`src/cfb_pkg.sv`:
```
`default_nettype none

package cfb_pkg;

  localparam int unsigned BYTE_W         = 8;
  localparam int unsigned LEN_W          = 16;
  localparam int unsigned HEADER_BYTES   = 5;
  localparam int unsigned CHECKSUM_BYTES = 2;
  localparam int unsigned FIFO_DEPTH     = 4;

  // Configuration register indexes
  localparam int unsigned CFG_IDX_W = 1;
  localparam logic [CFG_IDX_W-1:0] CFG_SYNC_FIRST  = 1'b0;
  localparam logic [CFG_IDX_W-1:0] CFG_SYNC_SECOND = 1'b1;

  // Input mode codes
  localparam logic MODE_START   = 1'b0;
  localparam logic MODE_PAYLOAD = 1'b1;

  // Byte position within one request's run of output bytes
  localparam int unsigned STEP_W = $clog2(HEADER_BYTES + CHECKSUM_BYTES);
  localparam logic [STEP_W-1:0] ST_SYNC0     = STEP_W'(0);
  localparam logic [STEP_W-1:0] ST_SYNC1     = STEP_W'(1);
  localparam logic [STEP_W-1:0] ST_TYPE      = STEP_W'(2);
  localparam logic [STEP_W-1:0] ST_LEN_LO    = STEP_W'(3);
  localparam logic [STEP_W-1:0] ST_LEN_HI    = STEP_W'(HEADER_BYTES - 1);
  localparam logic [STEP_W-1:0] ST_HDR_CSUM0 = STEP_W'(HEADER_BYTES);
  localparam logic [STEP_W-1:0] ST_HDR_CSUM1 = STEP_W'(HEADER_BYTES + 1);
  localparam logic [STEP_W-1:0] ST_PAY_DATA  = STEP_W'(0);
  localparam logic [STEP_W-1:0] ST_PAY_CSUM0 = STEP_W'(1);
  localparam logic [STEP_W-1:0] ST_PAY_CSUM1 = STEP_W'(2);

  typedef struct packed {
    logic             mode;
    logic [BYTE_W-1:0] frame_type;
    logic [LEN_W-1:0]  payload_length;
    logic [BYTE_W-1:0] payload_byte;
  } in_item_t;

  typedef struct packed {
    logic [BYTE_W-1:0] out_byte;
    logic              last_in_run;
    logic              error;
  } out_item_t;

  typedef enum logic [1:0] {
    CMD_START = 2'd0,
    CMD_DATA  = 2'd1,
    CMD_ERROR = 2'd2
  } cmd_kind_e;

  typedef struct packed {
    cmd_kind_e         kind;
    logic              close;  // frame ends with this command: emit checksum
    logic [BYTE_W-1:0] data;   // frame type or payload byte
    logic [LEN_W-1:0]  len;
  } cmd_t;

  typedef struct packed {
    logic [BYTE_W-1:0] first;
    logic [BYTE_W-1:0] second;
  } sync_t;

endpackage

`default_nettype wire

```
`src/cfb_front.sv`:
```
`default_nettype none

module cfb_front import cfb_pkg::*; (
  input  wire logic     clk_i,
  input  wire logic     rst_ni,
  input  wire logic     in_valid_i,
  output logic          in_ready_o,
  input  wire in_item_t in_item_i,
  input  wire logic     full_i,
  output logic          push_o,
  output cmd_t          cmd_o
);

  logic [LEN_W-1:0] rem_q, rem_d;
  logic             accept;

  assign in_ready_o = !full_i;
  assign accept     = in_valid_i && in_ready_o;
  assign push_o     = accept;

  // Classify the request and track the open frame
  always_comb begin
    rem_d      = rem_q;
    cmd_o.kind = CMD_ERROR;
    cmd_o.close = 1'b0;
    cmd_o.data = in_item_i.payload_byte;
    cmd_o.len  = in_item_i.payload_length;
    if (in_item_i.mode == MODE_START) begin
      cmd_o.kind  = CMD_START;
      cmd_o.data  = in_item_i.frame_type;
      cmd_o.close = (in_item_i.payload_length == '0);
      rem_d       = in_item_i.payload_length;
    end else if (rem_q != '0) begin
      cmd_o.kind  = CMD_DATA;
      cmd_o.close = (rem_q == LEN_W'(1));
      rem_d       = rem_q - LEN_W'(1);
    end
  end

  always_ff @(posedge clk_i or negedge rst_ni) begin
    if (!rst_ni) begin
      rem_q <= '0;
    end else if (accept) begin
      rem_q <= rem_d;
    end
  end

endmodule

`default_nettype wire

```
`src/cfb_fifo.sv`:
```
`default_nettype none

module cfb_fifo import cfb_pkg::*; #(
  parameter int unsigned DEPTH = FIFO_DEPTH
) (
  input  wire logic clk_i,
  input  wire logic rst_ni,
  input  wire logic push_i,
  input  wire cmd_t cmd_i,
  output logic      full_o,
  input  wire logic pop_i,
  output cmd_t      cmd_o,
  output logic      empty_o
);

  localparam int unsigned PTR_W = (DEPTH > 1) ? $clog2(DEPTH) : 1;
  localparam int unsigned CNT_W = $clog2(DEPTH + 1);
  localparam logic [PTR_W-1:0] LAST_PTR = PTR_W'(DEPTH - 1);
  localparam logic [CNT_W-1:0] FULL_CNT = CNT_W'(DEPTH);

  cmd_t             mem_q [DEPTH];
  logic [PTR_W-1:0] wr_q, rd_q;
  logic [CNT_W-1:0] cnt_q;

  assign full_o  = (cnt_q == FULL_CNT);
  assign empty_o = (cnt_q == '0);
  assign cmd_o   = mem_q[rd_q];

  always_ff @(posedge clk_i) begin
    if (push_i) begin
      mem_q[wr_q] <= cmd_i;
    end
  end

  always_ff @(posedge clk_i or negedge rst_ni) begin
    if (!rst_ni) begin
      wr_q  <= '0;
      rd_q  <= '0;
      cnt_q <= '0;
    end else begin
      if (push_i) begin
        wr_q <= (wr_q == LAST_PTR) ? '0 : wr_q + PTR_W'(1);
      end
      if (pop_i) begin
        rd_q <= (rd_q == LAST_PTR) ? '0 : rd_q + PTR_W'(1);
      end
      if (push_i && !pop_i) begin
        cnt_q <= cnt_q + CNT_W'(1);
      end else if (pop_i && !push_i) begin
        cnt_q <= cnt_q - CNT_W'(1);
      end
    end
  end

`ifndef SYNTH
  a_no_overflow: assert property (@(posedge clk_i) disable iff (!rst_ni)
    push_i && !pop_i |-> !full_o)
    else $error("queue overflow");
  a_no_underflow: assert property (@(posedge clk_i) disable iff (!rst_ni)
    pop_i |-> !empty_o)
    else $error("queue underflow");
  a_cnt_range: assert property (@(posedge clk_i) disable iff (!rst_ni)
    cnt_q <= FULL_CNT)
    else $error("queue count out of range");
`endif

endmodule

`default_nettype wire

```
`src/cfb_back.sv`:
```
`default_nettype none

module cfb_back import cfb_pkg::*; (
  input  wire logic  clk_i,
  input  wire logic  rst_ni,
  input  wire sync_t sync_i,
  input  wire logic  empty_i,
  input  wire cmd_t  cmd_i,
  output logic       pop_o,
  output logic       out_valid_o,
  input  wire logic  out_ready_i,
  output out_item_t  out_item_o
);

  logic [STEP_W-1:0] step_q;
  logic [BYTE_W-1:0] sf_q, ss_q, sf_d, ss_d;
  logic              out_valid_q;
  out_item_t         out_q, res;
  logic              emit, is_data, restart;
  logic [BYTE_W-1:0] data_b;

  assign emit        = !empty_i && (!out_valid_q || out_ready_i);
  assign pop_o       = emit && res.last_in_run;
  assign out_valid_o = out_valid_q;
  assign out_item_o  = out_q;

  // Pick the byte for the current step of the head command
  always_comb begin
    res     = '0;
    is_data = 1'b0;
    restart = 1'b0;
    data_b  = '0;
    unique case (cmd_i.kind)
      CMD_START: begin
        case (step_q)
          ST_SYNC0: begin
            data_b  = sync_i.first;
            is_data = 1'b1;
            restart = 1'b1;
          end
          ST_SYNC1: begin
            data_b  = sync_i.second;
            is_data = 1'b1;
          end
          ST_TYPE: begin
            data_b  = cmd_i.data;
            is_data = 1'b1;
          end
          ST_LEN_LO: begin
            data_b  = cmd_i.len[BYTE_W-1:0];
            is_data = 1'b1;
          end
          ST_LEN_HI: begin
            data_b          = cmd_i.len[LEN_W-1:BYTE_W];
            is_data         = 1'b1;
            res.last_in_run = !cmd_i.close;
          end
          ST_HDR_CSUM0: res.out_byte = sf_q;
          ST_HDR_CSUM1: begin
            res.out_byte    = ss_q;
            res.last_in_run = 1'b1;
          end
          default: res.last_in_run = 1'b1;
        endcase
      end
      CMD_DATA: begin
        case (step_q)
          ST_PAY_DATA: begin
            data_b          = cmd_i.data;
            is_data         = 1'b1;
            res.last_in_run = !cmd_i.close;
          end
          ST_PAY_CSUM0: res.out_byte = sf_q;
          ST_PAY_CSUM1: begin
            res.out_byte    = ss_q;
            res.last_in_run = 1'b1;
          end
          default: res.last_in_run = 1'b1;
        endcase
      end
      CMD_ERROR: begin
        res.last_in_run = 1'b1;
        res.error       = 1'b1;
      end
      default: res.last_in_run = 1'b1;
    endcase
    if (is_data) begin
      res.out_byte = data_b;
    end
  end

  // Two running byte sums, restarted on the first sync byte
  always_comb begin
    sf_d = (restart ? '0 : sf_q) + data_b;
    ss_d = (restart ? '0 : ss_q) + sf_d;
  end

  always_ff @(posedge clk_i or negedge rst_ni) begin
    if (!rst_ni) begin
      step_q      <= '0;
      sf_q        <= '0;
      ss_q        <= '0;
      out_valid_q <= 1'b0;
    end else begin
      if (emit) begin
        step_q      <= res.last_in_run ? '0 : step_q + STEP_W'(1);
        out_valid_q <= 1'b1;
        if (is_data) begin
          sf_q <= sf_d;
          ss_q <= ss_d;
        end
      end else if (out_ready_i) begin
        out_valid_q <= 1'b0;
      end
    end
  end

  always_ff @(posedge clk_i) begin
    if (emit) begin
      out_q <= res;
    end
  end

`ifndef SYNTH
  a_err_last: assert property (@(posedge clk_i) disable iff (!rst_ni)
    emit && res.error |-> res.last_in_run && pop_o)
    else $error("error result must end its run");
  a_step_range: assert property (@(posedge clk_i) disable iff (!rst_ni)
    step_q <= ST_HDR_CSUM1)
    else $error("step counter out of range");
  a_step_idle: assert property (@(posedge clk_i) disable iff (!rst_ni)
    pop_o |=> step_q == '0)
    else $error("step counter not cleared after pop");
`endif

endmodule

`default_nettype wire

```
`src/checksummed_frame_builder_top.sv`:
```
// Checksummed frame builder.
// Input channel (in_valid_i / in_ready_o / in_item_i): a request with mode 0
// starts a frame and produces five header bytes (sync_first, sync_second,
// frame type, length low, length high); with mode 1 it supplies one payload
// byte. After the last payload byte, or right after the header of a
// zero-length frame, two checksum bytes follow (running sum, sum of sums).
// A payload request with no open frame produces one error byte.
// Output channel (out_valid_o / out_ready_i / out_item_o): one byte per
// accepted transfer; last_in_run marks the final byte of each request.
// Config port: write cfg_wdata_i to register cfg_idx_i while cfg_we_i is high;
// write only while the block is idle.
// A request passes the command queue and the output register before its
// first byte is valid. One output byte per cycle while the queue holds a
// command and out_ready_i allows, set by the single back-end emitter; a payload
// request gives 1 byte (3 if it closes the frame), a start 5 (7 for length 0).
// A FIFO_DEPTH-entry command queue sits between classifier and emitter.
// Reset clears the sync registers, the open frame and the queue.
// When the receiver stalls, the output byte holds, the queue fills, and
// in_ready_o drops once the queue is full.
`default_nettype none

module checksummed_frame_builder_top import cfb_pkg::*; #(
  parameter int unsigned FIFO_DEPTH_P = FIFO_DEPTH
) (
  input  wire logic                 clk_i,
  input  wire logic                 rst_ni,
  input  wire logic                 cfg_we_i,
  input  wire logic [CFG_IDX_W-1:0] cfg_idx_i,
  input  wire logic [BYTE_W-1:0]    cfg_wdata_i,
  input  wire logic                 in_valid_i,
  output logic                      in_ready_o,
  input  wire in_item_t             in_item_i,
  output logic                      out_valid_o,
  input  wire logic                 out_ready_i,
  output out_item_t                 out_item_o
);

  sync_t sync_q;
  logic  push, pop, full, empty;
  cmd_t  push_cmd, head_cmd;

  // Hold the sync bytes written by software
  always_ff @(posedge clk_i or negedge rst_ni) begin
    if (!rst_ni) begin
      sync_q <= '0;
    end else if (cfg_we_i) begin
      unique case (cfg_idx_i)
        CFG_SYNC_FIRST:  sync_q.first  <= cfg_wdata_i;
        CFG_SYNC_SECOND: sync_q.second <= cfg_wdata_i;
        default: ;
      endcase
    end
  end

  // Classify each request against the open frame
  cfb_front u_front (
    .clk_i      (clk_i),
    .rst_ni     (rst_ni),
    .in_valid_i (in_valid_i),
    .in_ready_o (in_ready_o),
    .in_item_i  (in_item_i),
    .full_i     (full),
    .push_o     (push),
    .cmd_o      (push_cmd)
  );

  // Decouple classification from byte emission
  cfb_fifo #(
    .DEPTH (FIFO_DEPTH_P)
  ) u_fifo (
    .clk_i   (clk_i),
    .rst_ni  (rst_ni),
    .push_i  (push),
    .cmd_i   (push_cmd),
    .full_o  (full),
    .pop_i   (pop),
    .cmd_o   (head_cmd),
    .empty_o (empty)
  );

  // Emit bytes and checksums, one per cycle while the output is not stalled
  cfb_back u_back (
    .clk_i       (clk_i),
    .rst_ni      (rst_ni),
    .sync_i      (sync_q),
    .empty_i     (empty),
    .cmd_i       (head_cmd),
    .pop_o       (pop),
    .out_valid_o (out_valid_o),
    .out_ready_i (out_ready_i),
    .out_item_o  (out_item_o)
  );

endmodule

`default_nettype wire

```
`config.mk`:
```
export PLATFORM = sky130hd
export DESIGN_NAME = checksummed_frame_builder_top
export DESIGN_NICKNAME = d
export VERILOG_FILES = /design/src/cfb_pkg.sv /design/src/cfb_front.sv /design/src/cfb_fifo.sv /design/src/cfb_back.sv /design/src/checksummed_frame_builder_top.sv
export SDC_FILE = /design/constraint.sdc
export NUM_CORES = 1
export LEC_CHECK = 0
export BUFFER_PORTS_ARGS = -buffer_cell sky130_fd_sc_hd__buf_4
export CELL_PAD_IN_SITES_DETAIL_PLACEMENT = 0
export CELL_PAD_IN_SITES_GLOBAL_PLACEMENT = 2
export CORE_ASPECT_RATIO = 0.8
export CORE_MARGIN = 3
export CORE_UTILIZATION = 42
export DETAILED_ROUTE_END_ITERATION = 7
export HOLD_SLACK_MARGIN = 0.03
export PLACE_DENSITY = 0.8
export SLEW_MARGIN = 30
export SYNTH_ARGS = -nofsm -noshare
export SYNTH_HDL_FRONTEND = slang
export SYNTH_SLANG_ARGS = --single-unit
```
`constraint.sdc`:
```
create_clock -name clk_i -period 6.1 [get_ports clk_i]
set_input_delay 0.915 -clock clk_i [delete_from_list [all_inputs] [get_ports clk_i]]
set_output_delay 0.915 -clock clk_i [all_outputs]
set_load 0.01 [all_outputs]
```
==> results.toml, run 1 <==
[run_status]
outcome = "complete, no violations"

[worst_setup_path]
cp-start-kind = "register"
path_max_fanout = 26
worst_ep_required_time_ps = 6400
regToRegSetupSlack_ps = 870
critPathKind = "reg -> reg"
endpoint_kind = "register"
arrival_ps = 5530

[final_layout]
final_common_cell = "edfxtp_1"
layout-drive-gt1-share_pct = 21.8
fin_nets = 790
final_cell_mix = "edfxtp_1, buf_4, dfrtp_1, nand2_1, mux2_2"
diodes = 0
area_delta_synth_final_pct = 15.4
final_cells = 984

[route]
antenna_left = 0
dr.pass1.iters = 8
drtIter0Drc = 495
via_per_inst = 5.61
drt_wl_total_mm = 20.0
num_vias = 5516
drc = 0
wl_per_cell_um = 20.4

[yosys]
synth-edff-count = 118
ys_dominant_reg_cell = "edfxtp_1"
synth-xor-area-share_pct = 1.72
yosys.area.top_type = "edfxtp_1"
postSynthCellCount = 659
synth_area_leaders = "edfxtp_1, dfrtp_1, mux2_2"
post_synth.cell_area_avg_um2 = 12.9
yosys_register_bits = 177
synth.area.mux_share_pct = 11.8
syn_area_um2 = 8500
synth-simple-area-share_pct = 9.24
syn_nets = 736
synthDistinctLibCells = 51
async_flop_share_pct = 33.3
yosysWarnings = 0
netlist.area_leader.share_pct = 41.7
synth_compound_area_share_pct = 11.2
ys_seq_area_share_pct = 59.0
synth_top_family_by_area = "multiplexers"
synthAdderAreaFrac_pct = 4.68

[floorplan]
die_y_um = 133
io_pins = 59
num_rows = 45
dieArea_um2 = 22000
fp.dieW_um = 165
start_util_pct = 43.8
core_area_um2 = 19400

[place]
gp_congestion = 0.820
io_buffers = 58
hpwlAfterDp_mm = 13.9
dpl_worst_slack_ps = 867
dpl.cell_count = 952

[pwr]
power_mw = 5.39
ir_drop_v = 0.000224
leakage_nw = 3.78
power_density_nw_per_um2 = 549

[cts]
post_cts_resize_count = 0
clockBufferDepth = 2
clkSinkCount = 177
clkTransAtPathRegs_ps = 70
numCtsBuffers = 17
root_buffer = "clkbuf_16"
cts_max_level = 4
postCtsHoldBufs = 0
postCtsSetupBuffers = 0
cts_tree = "yes"
clk_latency_ps = 430

[global_routing]
antenna_found_initial = 0
grt_max_degree = 60
grt_pass1_vias = 5553
grt_pass1_wl_mm = 31.8
grt-ovfl-total = 0
grt.total_usage_pct = 19.0

[sta]
tns_ps = 0
fin_crit_ps = 5230
drv_slew = 0
worst_slew_pin_slew_ps = 939
fin_ws_ps = 871
rsz0062_at_grt = "false"
finalSetupViolations = 0
fin_worst_skew_ps = 9.78
relSlewSlack_pct = 37.4
hold_violations = 0
fmax_mhz = 191
period_share_pct = 85.7

[min_path]
hold_path.class = "reg -> reg"

[job]
maxCapViolCount = 0
-- final timing paths --
check / startpoint / to / cells after the start
min in group asynchronous: rst_ni / u_fifo.cnt_q[2] / 1
max: u_fifo.rd_q[0] / u_back.ss_q[7] / 17
max reg2reg: u_fifo.rd_q[0] / u_back.ss_q[7] / 17
max in group asynchronous: rst_ni / u_fifo.rd_q[0] / 1
min: u_fifo.cnt_q[2] / u_fifo.cnt_q[2] / 1
min reg2reg: u_fifo.cnt_q[2] / u_fifo.cnt_q[2] / 1
-- layer usage --
layer	vias up	share of wire (%)	global-route usage (%)
met3	7	6.2	4.32
met1	2733	48	28.6
met5	-	0	0
li1	2592	-	-
met4	0	0.49	4.10
met2	184	45	28.1
-- power breakdown --
group	switching (mW)	total, mW	internal [mW]
Sequential	0.205	1.85	1.65
Combinational	1.33	2.40	1.07
Clock	0.512	1.14	0.626
Total	2.04	5.39	3.35
-- worst max-delay path, cell delays in order (launching register included) --
cell       delay (ps)
dfrtp_2           790
mux4_1            790
nor2_1            250
nand2_1           190
o21ai_0           480
ha_1              330
a21o_1            150
a21oi_1           210
nor2b_1            90
o21a_1            170
nor2_1            110
xnor2_1           150
ha_1              300
o21a_1            200
o2bb2ai_1         180
xnor3_2           390
a22oi_1           180
o211ai_1          120
-- area by class of cell --
class | instances | area [µm²]
timing repair buffer | 67 | 503
multi-input combinational | 434 | 3290
inverter | 16 | 60.1
clock inverter | 15 | 190
tap | 258 | 323
sequential | 177 | 5020
fill | 1687 | 9610
clock buffer | 17 | 425
-- flip-flops by register name, summed over array words and instances (netlist names) --
| register | cells |
|---|---|
| u_fifo.wr_q | 2 |
| u_back.sf_q | 8 |
| u_fifo.cnt_q | 3 |
| u_fifo.rd_q | 2 |
| u_back.out_valid_o | 1 |
| u_back.step_q | 3 |
| u_fifo.mem_q | 108 |
| sync_q | 16 |
| u_front.rem_q | 16 |
| u_back.out_item_o | 10 |
| u_back.ss_q | 8 |
-- per-stage QoR --
step | area, µm² | utilization [%] | hold WS [ps]
detailed placement | 9200 | 47.4 | 487
floorplan | 8500 | - | 464
global route | 9820 | 50.5 | 536
finish | 9820 | 50.5 | 495
CTS | 9820 | 50.5 | 503
global placement | 9200 | 47.3 | 475
-- cell usage after synthesis (all sizes together), types with 6 or more instances --
library cell,instances
o21ai,43
a21oi,38
a222oi,8
nand2,48
ha,27
mux2,47
inv,16
a22oi,11
xor2,6
and3,10
dfrtp,59
nor2,43
nor2b,22
a211oi,6
o21bai,9
edfxtp,118
o22ai,10
a21o,6
xnor2,8
mux4,13
o21a,6
buf,8
clkbuf,24
nor3,12
mux2i,16
-- kinds of logic after synthesis --
group           after synthesis
buf+inv                      48
xor+xnor                     15
flops                       177
mux                          76
simple gates                162
compound gates              151
fa+ha+maj                    30
(Power assumes the default switching activity.)
==> inputs of run 2 (changes only) <==
--- a/config.mk
+++ b/config.mk
@@ -10,11 +10,12 @@
 export CELL_PAD_IN_SITES_GLOBAL_PLACEMENT = 2
 export CORE_ASPECT_RATIO = 0.8
 export CORE_MARGIN = 3
-export CORE_UTILIZATION = 42
+export CORE_UTILIZATION = 43
 export DETAILED_ROUTE_END_ITERATION = 7
 export HOLD_SLACK_MARGIN = 0.03
 export PLACE_DENSITY = 0.8
 export SLEW_MARGIN = 30
 export SYNTH_ARGS = -nofsm -noshare
 export SYNTH_HDL_FRONTEND = slang
+export SYNTH_HIERARCHICAL = 1
 export SYNTH_SLANG_ARGS = --single-unit
==> constraint.sdc (replaced) <==
create_clock -name clk_i -period 5.25 [get_ports clk_i]
set_input_delay 0.7875 -clock clk_i [delete_from_list [all_inputs] [get_ports clk_i]]
set_output_delay 0.7875 -clock clk_i [all_outputs]
set_load 0.01 [all_outputs]
==> results.toml, run 2 <==
[run_status]
outcome = "complete, no violations"

[sta]
worst_slew_pin_slew_ps = 882
fin_crit_ps = 4670
fin_worst_skew_ps = 11.9
fmax_mhz = 214
period_share_pct = 89.0
tns_ps = 0
hold_slack_ps = 244
rsz0062_at_grt = "false"
hold_violations = 0
finalSetupViolations = 0
drv_slew = 0
relSlewSlack_pct = 41.2

[global_routing]
grt.total_usage_pct = 18.6
grt_max_degree = 60
grt-ovfl-total = 0
antenna_found_initial = 0
grt_pass1_wl_mm = 31.7
grt_pass1_vias = 5353

[worst_setup_path]
path_max_fanout = 19
regToRegSetupSlack_ps = 580
cp-start-kind = "register"
arrival_ps = 5040
slowest_delay_ps = 580
r2r_cells = 19
critPathLaunch = "u_fifo/rd_q[0]"
endpoint_kind = "register"
reg2reg_to = "u_back/ss_q[7]"
cp_slowest_cell = "mux4_2"
critPathKind = "reg -> reg"
worst_ep_required_time_ps = 5610
path_cells = "buf_4, mux4_2, a222oi_1, nor2b_1, a21oi_1, inv_1, ha_1, a21oi_2, inv_1, a21oi_1, xnor2_1, ha_1, nand3_1, o211ai_1, nor4_1, nor3_1, xnor2_1, mux2_1, nand4_1"
r2r_start = "u_fifo/rd_q[0]"

[final_layout]
fin_nets = 769
fillers = 1719
seq_area_um2 = 5020
largest_reg_flops = 108
reg_top3 = "u_fifo/mem_q (108), sync_q (16), u_front/rem_q (16)"
final_common_cell = "edfxtp_1"
multi_input_area_um2 = 3450
largest-register = "u_fifo/mem_q"
final_cells = 967
layout-drive-gt1-share_pct = 28.0
final_cell_mix = "edfxtp_1, buf_4, dfrtp_1, nand2_1, mux2_2"
diodes = 0
area_delta_synth_final_pct = 13.3
fin_area_um2 = 10000

[cts]
clk_latency_ps = 430
post_cts_resize_count = 0
postCtsHoldBufs = 0
numCtsBuffers = 17
clkSinkCount = 177
clockBufferDepth = 2
cts_max_level = 4
postCtsSetupBuffers = 0
clkTransAtPathRegs_ps = 70
cts_tree = "yes"
root_buffer = "clkbuf_16"

[route]
wl_per_cell_um = 20.8
drtIter0Drc = 561
antenna_left = 0
num_vias = 5452
via_per_inst = 5.64
drt_wl_total_mm = 20.1
drc = 0
dr.pass1.iters = 6

[yosys]
post_synth.cell_area_avg_um2 = 13.9
yosysMostFrequentCell = "edfxtp_1"
synth-edff-count = 118
postSynthCellCount = 638
yosys_register_bits = 177
yosys-top-cells-count = "edfxtp_1, dfrtp_1, nand2_1"
synthDistinctLibCells = 78
synth_area_leaders = "edfxtp_1, dfrtp_1, mux4_2"
netlist.area_leader.share_pct = 40.0
syn_nets = 716
async_flop_share_pct = 33.3
syn_area_um2 = 8850
ys_dominant_reg_cell = "edfxtp_1"
yosysWarnings = 6
ys_seq_area_share_pct = 56.7
yosys.area.top_type = "edfxtp_1"

[place]
placed_area_um2 = 9470
hpwlAfterDp_mm = 14.0
dpl.cell_count = 935
gp_congestion = 0.803
io_buffers = 58

[floorplan]
fp.dieW_um = 166
core_area_um2 = 20000
die_y_um = 134
io_pins = 59
num_rows = 46
dieArea_um2 = 22300
start_util_pct = 44.2

[min_path]
hold_path.class = "in -> async"

[pwr]
power_mw = 6.47
ir_drop_v = 0.000310
power_density_nw_per_um2 = 645
leakage_nw = 3.81

[job]
maxCapViolCount = 0
-- run 2: cell types whose count changed in the layout (fill, tap and decap cells not counted), sizes merged, moves of 10 or more --
cell / delta
nor2: -17
o21ai: -22
buf: +10
mux2i: -10
mux4: +14
nand2: -10
a21oi: -22
-- run 2: logic make-up (layout without fill, tap and decap cells) --
logic type                 count (synthesis)  count (layout)  synth area share, %
and+or+nand+nor                          169             169                 11.0
adders and majority gates                 31              31                 4.64
DFF                                      177             177                 56.7
AOI/OAI and AO/OA                        104             104                 8.62
xor gates and xnor gates                  14              14                 1.47
buffers and inverters                     68             133                 4.26
muxes                                     75              75                 13.3
-- run 2: how the worst max path moves through the flow --
stage	slack (ps)	depth (start not counted)	end
2_1_floorplan	370	22	u_back/ss_q[7]
3_3_place_gp	600	19	u_back/ss_q[7]
3_5_place_dp	550	19	u_back/ss_q[7]
4_1_cts	510	19	u_back/ss_q[7]
5_1_grt	30	19	u_back/ss_q[7]
6_report	580	19	u_back/ss_q[7]
-- run 2: stage by stage --
step	setup slack (ps)	util [%]
CTS	508	49.9
floorplan	367	-
global route	33.1	50.1
global placement	599	47.3
detailed placement	549	47.3
finish	576	50.1
-- run 2: critical path, delay by kind of cell, from the launching register on --
family          cells  cell delay (ps)
flops               1              400
buf+inv             3              480
mux                 2              930
fa+ha+maj           2              610
xor+xnor            2              450
simple gates        5              580
compound gates      5             1150
-- run 2: cell type report --
class | instances | share of cell area (%)
Tap cell | 264 | 3.29
Multi-Input combinational cell | 393 | 34.4
Timing Repair Buffer | 77 | 5.96
Inverter | 25 | 0.936
Clock buffer | 19 | 4.32
Clock inverter | 12 | 1.01
Sequential cell | 177 | 50.1
-- run 2: metal layers --
metal | GRT usage [%] | routed length, µm | share of wire, % | vias up
met5 | 0 | 0 | 0 | -
met4 | 4.26 | 178 | 0.89 | 0
met3 | 4.83 | 1330 | 6.6 | 14
met2 | 25.9 | 8670 | 43 | 180
met1 | 29.3 | 9930 | 49 | 2723
li1 | - | - | - | 2535
-- run 2: where the power goes --
group | internal, mW | switching (mW) | total, mW
clock network | 0.613 | 0.550 | 1.16
logic | 1.41 | 1.73 | 3.14
registers | 1.92 | 0.252 | 2.17
==> inputs of run 3 (changes only) <==
--- a/config.mk
+++ b/config.mk
@@ -10,12 +10,11 @@
 export CELL_PAD_IN_SITES_GLOBAL_PLACEMENT = 2
 export CORE_ASPECT_RATIO = 0.8
 export CORE_MARGIN = 3
-export CORE_UTILIZATION = 43
+export CORE_UTILIZATION = 42
 export DETAILED_ROUTE_END_ITERATION = 7
 export HOLD_SLACK_MARGIN = 0.03
 export PLACE_DENSITY = 0.8
 export SLEW_MARGIN = 30
 export SYNTH_ARGS = -nofsm -noshare
 export SYNTH_HDL_FRONTEND = slang
-export SYNTH_HIERARCHICAL = 1
 export SYNTH_SLANG_ARGS = --single-unit
==> results.toml, run 3 (synthesis results as in run 1) <==
[run_status]
outcome = "complete, no violations"

[worst_setup_path]
cp_slowest_cell = "mux4_2"
r2r_start = "u_fifo.rd_q[0]"
cp-start-kind = "register"
r2r_cells = 17
endpoint_kind = "register"
critPathLaunch = "u_fifo.rd_q[0]"
regToRegSetupSlack_ps = 380
worst_ep_required_time_ps = 5560
arrival_ps = 5180
slowest_delay_ps = 580
critPathKind = "reg -> reg"
reg2reg_to = "u_back.ss_q[7]"
crit_buf_inv = 0
path_max_fanout = 7
path_cells = "mux4_2, a222oi_1, nor2_1, a211oi_2, o21ai_0, ha_1, fa_1, a21o_1, a21oi_1, xnor2_1, ha_1, o21a_1, a21oi_1, o2bb2ai_1, xnor3_2, a22oi_1, o211ai_1"
crit_family = "compound AO/OA/AOI/OAI gates"

[route]
wl_met1_mm = 10.1
dr_wl_met2_mm = 8.96
wl_per_cell_um = 20.7
num_vias = 5632
drtIter0Drc = 514
maxUsedRoutingLayer = "met4"
drt_wl_total_mm = 20.5
antenna_left = 0
via_per_inst = 5.67
dr.pass1.iters = 5
drc = 0
met3_length_mm = 1.22

[floorplan]
fp.dieW_um = 165
num_rows = 45
start_util_pct = 43.8
dieArea_um2 = 22000
die_y_um = 133
io_pins = 59
core_area_um2 = 19400

[final_layout]
diodes = 0
largest-register = "u_fifo.mem_q"
fillers = 1690
area_delta_synth_final_pct = 16.5
final_cell_mix = "edfxtp_1, buf_4, dfrtp_1, nand2_1, mux2_2"
reg_top3 = "u_fifo.mem_q (108), sync_q (16), u_front.rem_q (16)"
fin_nets = 800
layout-drive-gt1-share_pct = 23.1
largest_reg_flops = 108
final_common_cell = "edfxtp_1"

[global_routing]
antenna_found_initial = 0
grt-ovfl-total = 0
grt_max_degree = 60
grt_pass1_vias = 5499
grt.total_usage_pct = 19.5
grt_pass1_wl_mm = 32.3

[cts]
cts_tree = "yes"
clockBufferDepth = 2
clk_latency_ps = 440
clkSinkCount = 177
cts_max_level = 4
clkTransAtPathRegs_ps = 70
numCtsBuffers = 17
root_buffer = "clkbuf_16"
postCtsHoldBufs = 0

[sta]
drv_slew = 0
rsz0062_at_grt = "false"
fin_worst_skew_ps = 8.39
fin_crit_ps = 4870
worst_slew_pin_slew_ps = 920
fmax_mhz = 205
hold_violations = 0
fin_ws_ps = 378
relSlewSlack_pct = 38.5
period_share_pct = 92.8
finalSetupViolations = 0
hold_slack_ps = 461
tns_ps = 0

[pwr]
ir_drop_v = 0.000311
power_density_nw_per_um2 = 639
leakage_nw = 3.82

[place]
hpwlAfterDp_mm = 14.2
dpl_worst_slack_ps = 257
io_buffers = 58
gp_congestion = 0.840

[min_path]
hold_path.class = "in -> async"

[job]
maxCapViolCount = 0
[run 3: cell count changes in the layout (fill, tap and decap cells not counted), sizes merged, moves of 6 or more]
cell    change
nor4        -7
nand4       -6
mux4       -14
mux2i      +10
a22oi       -9
inv         -8
a21oi      +22
nand2      +10
a22o        -7
nor2       +17
a222oi      +7
o21ai      +22
nand3       -9
o22ai       +9
[run 3: final cells by class]
cell class	instances	area, µm²	share of cell area, %
multi-input combinational	434	3300	33.3
tap	258	323	3.26
sequential	177	5020	50.7
timing repair buffer	77	582	5.88
inverter	16	60.1	0.607
clock buffer	17	425	4.30
clock inverter	15	190	1.92
[run 3: worst max-delay path by stage]
stage	end	slack, ps	depth (start not counted)
6_report	u_back.ss_q[7]	380	17
5_1_grt	u_back.ss_q[7]	20	19
4_1_cts	u_back.ss_q[7]	230	17
3_5_place_dp	u_back.ss_q[7]	260	17
3_3_place_gp	u_back.ss_q[7]	330	17
2_1_floorplan	u_back.ss_q[7]	550	21
[run 3: per-stage QoR]
step	power, mW	instances	cell area [µm²]	utilization [%]
final	6.32	994	9900	51.0
after CTS	6.33	991	9870	50.8
after global placement	4.94	959	9250	47.6
after floorplan	4.20	659	8500	-
after global routing	6.78	994	9900	51.0
after detailed placement	5.00	959	9250	47.6
[run 3: repair_timing]
action,in CTS,in global routing
endpoints found under the setup margin,0,1
hold endpoints to repair,0,0
gates resized for setup,0,3
setup buffers,0,3
[run 3: layer usage]
metal | track usage [%] | up-vias
li1 | - | 2620
met1 | 30.3 | 2824
met2 | 28.1 | 168
met3 | 3.70 | 20
met4 | 5.26 | 0
met5 | 0 | -
[run 3: report_power, final]
group	switching, mW	internal [mW]
Sequential	0.216	1.92
Clock	0.615	0.686
Combinational	1.60	1.29
Total	2.43	3.89
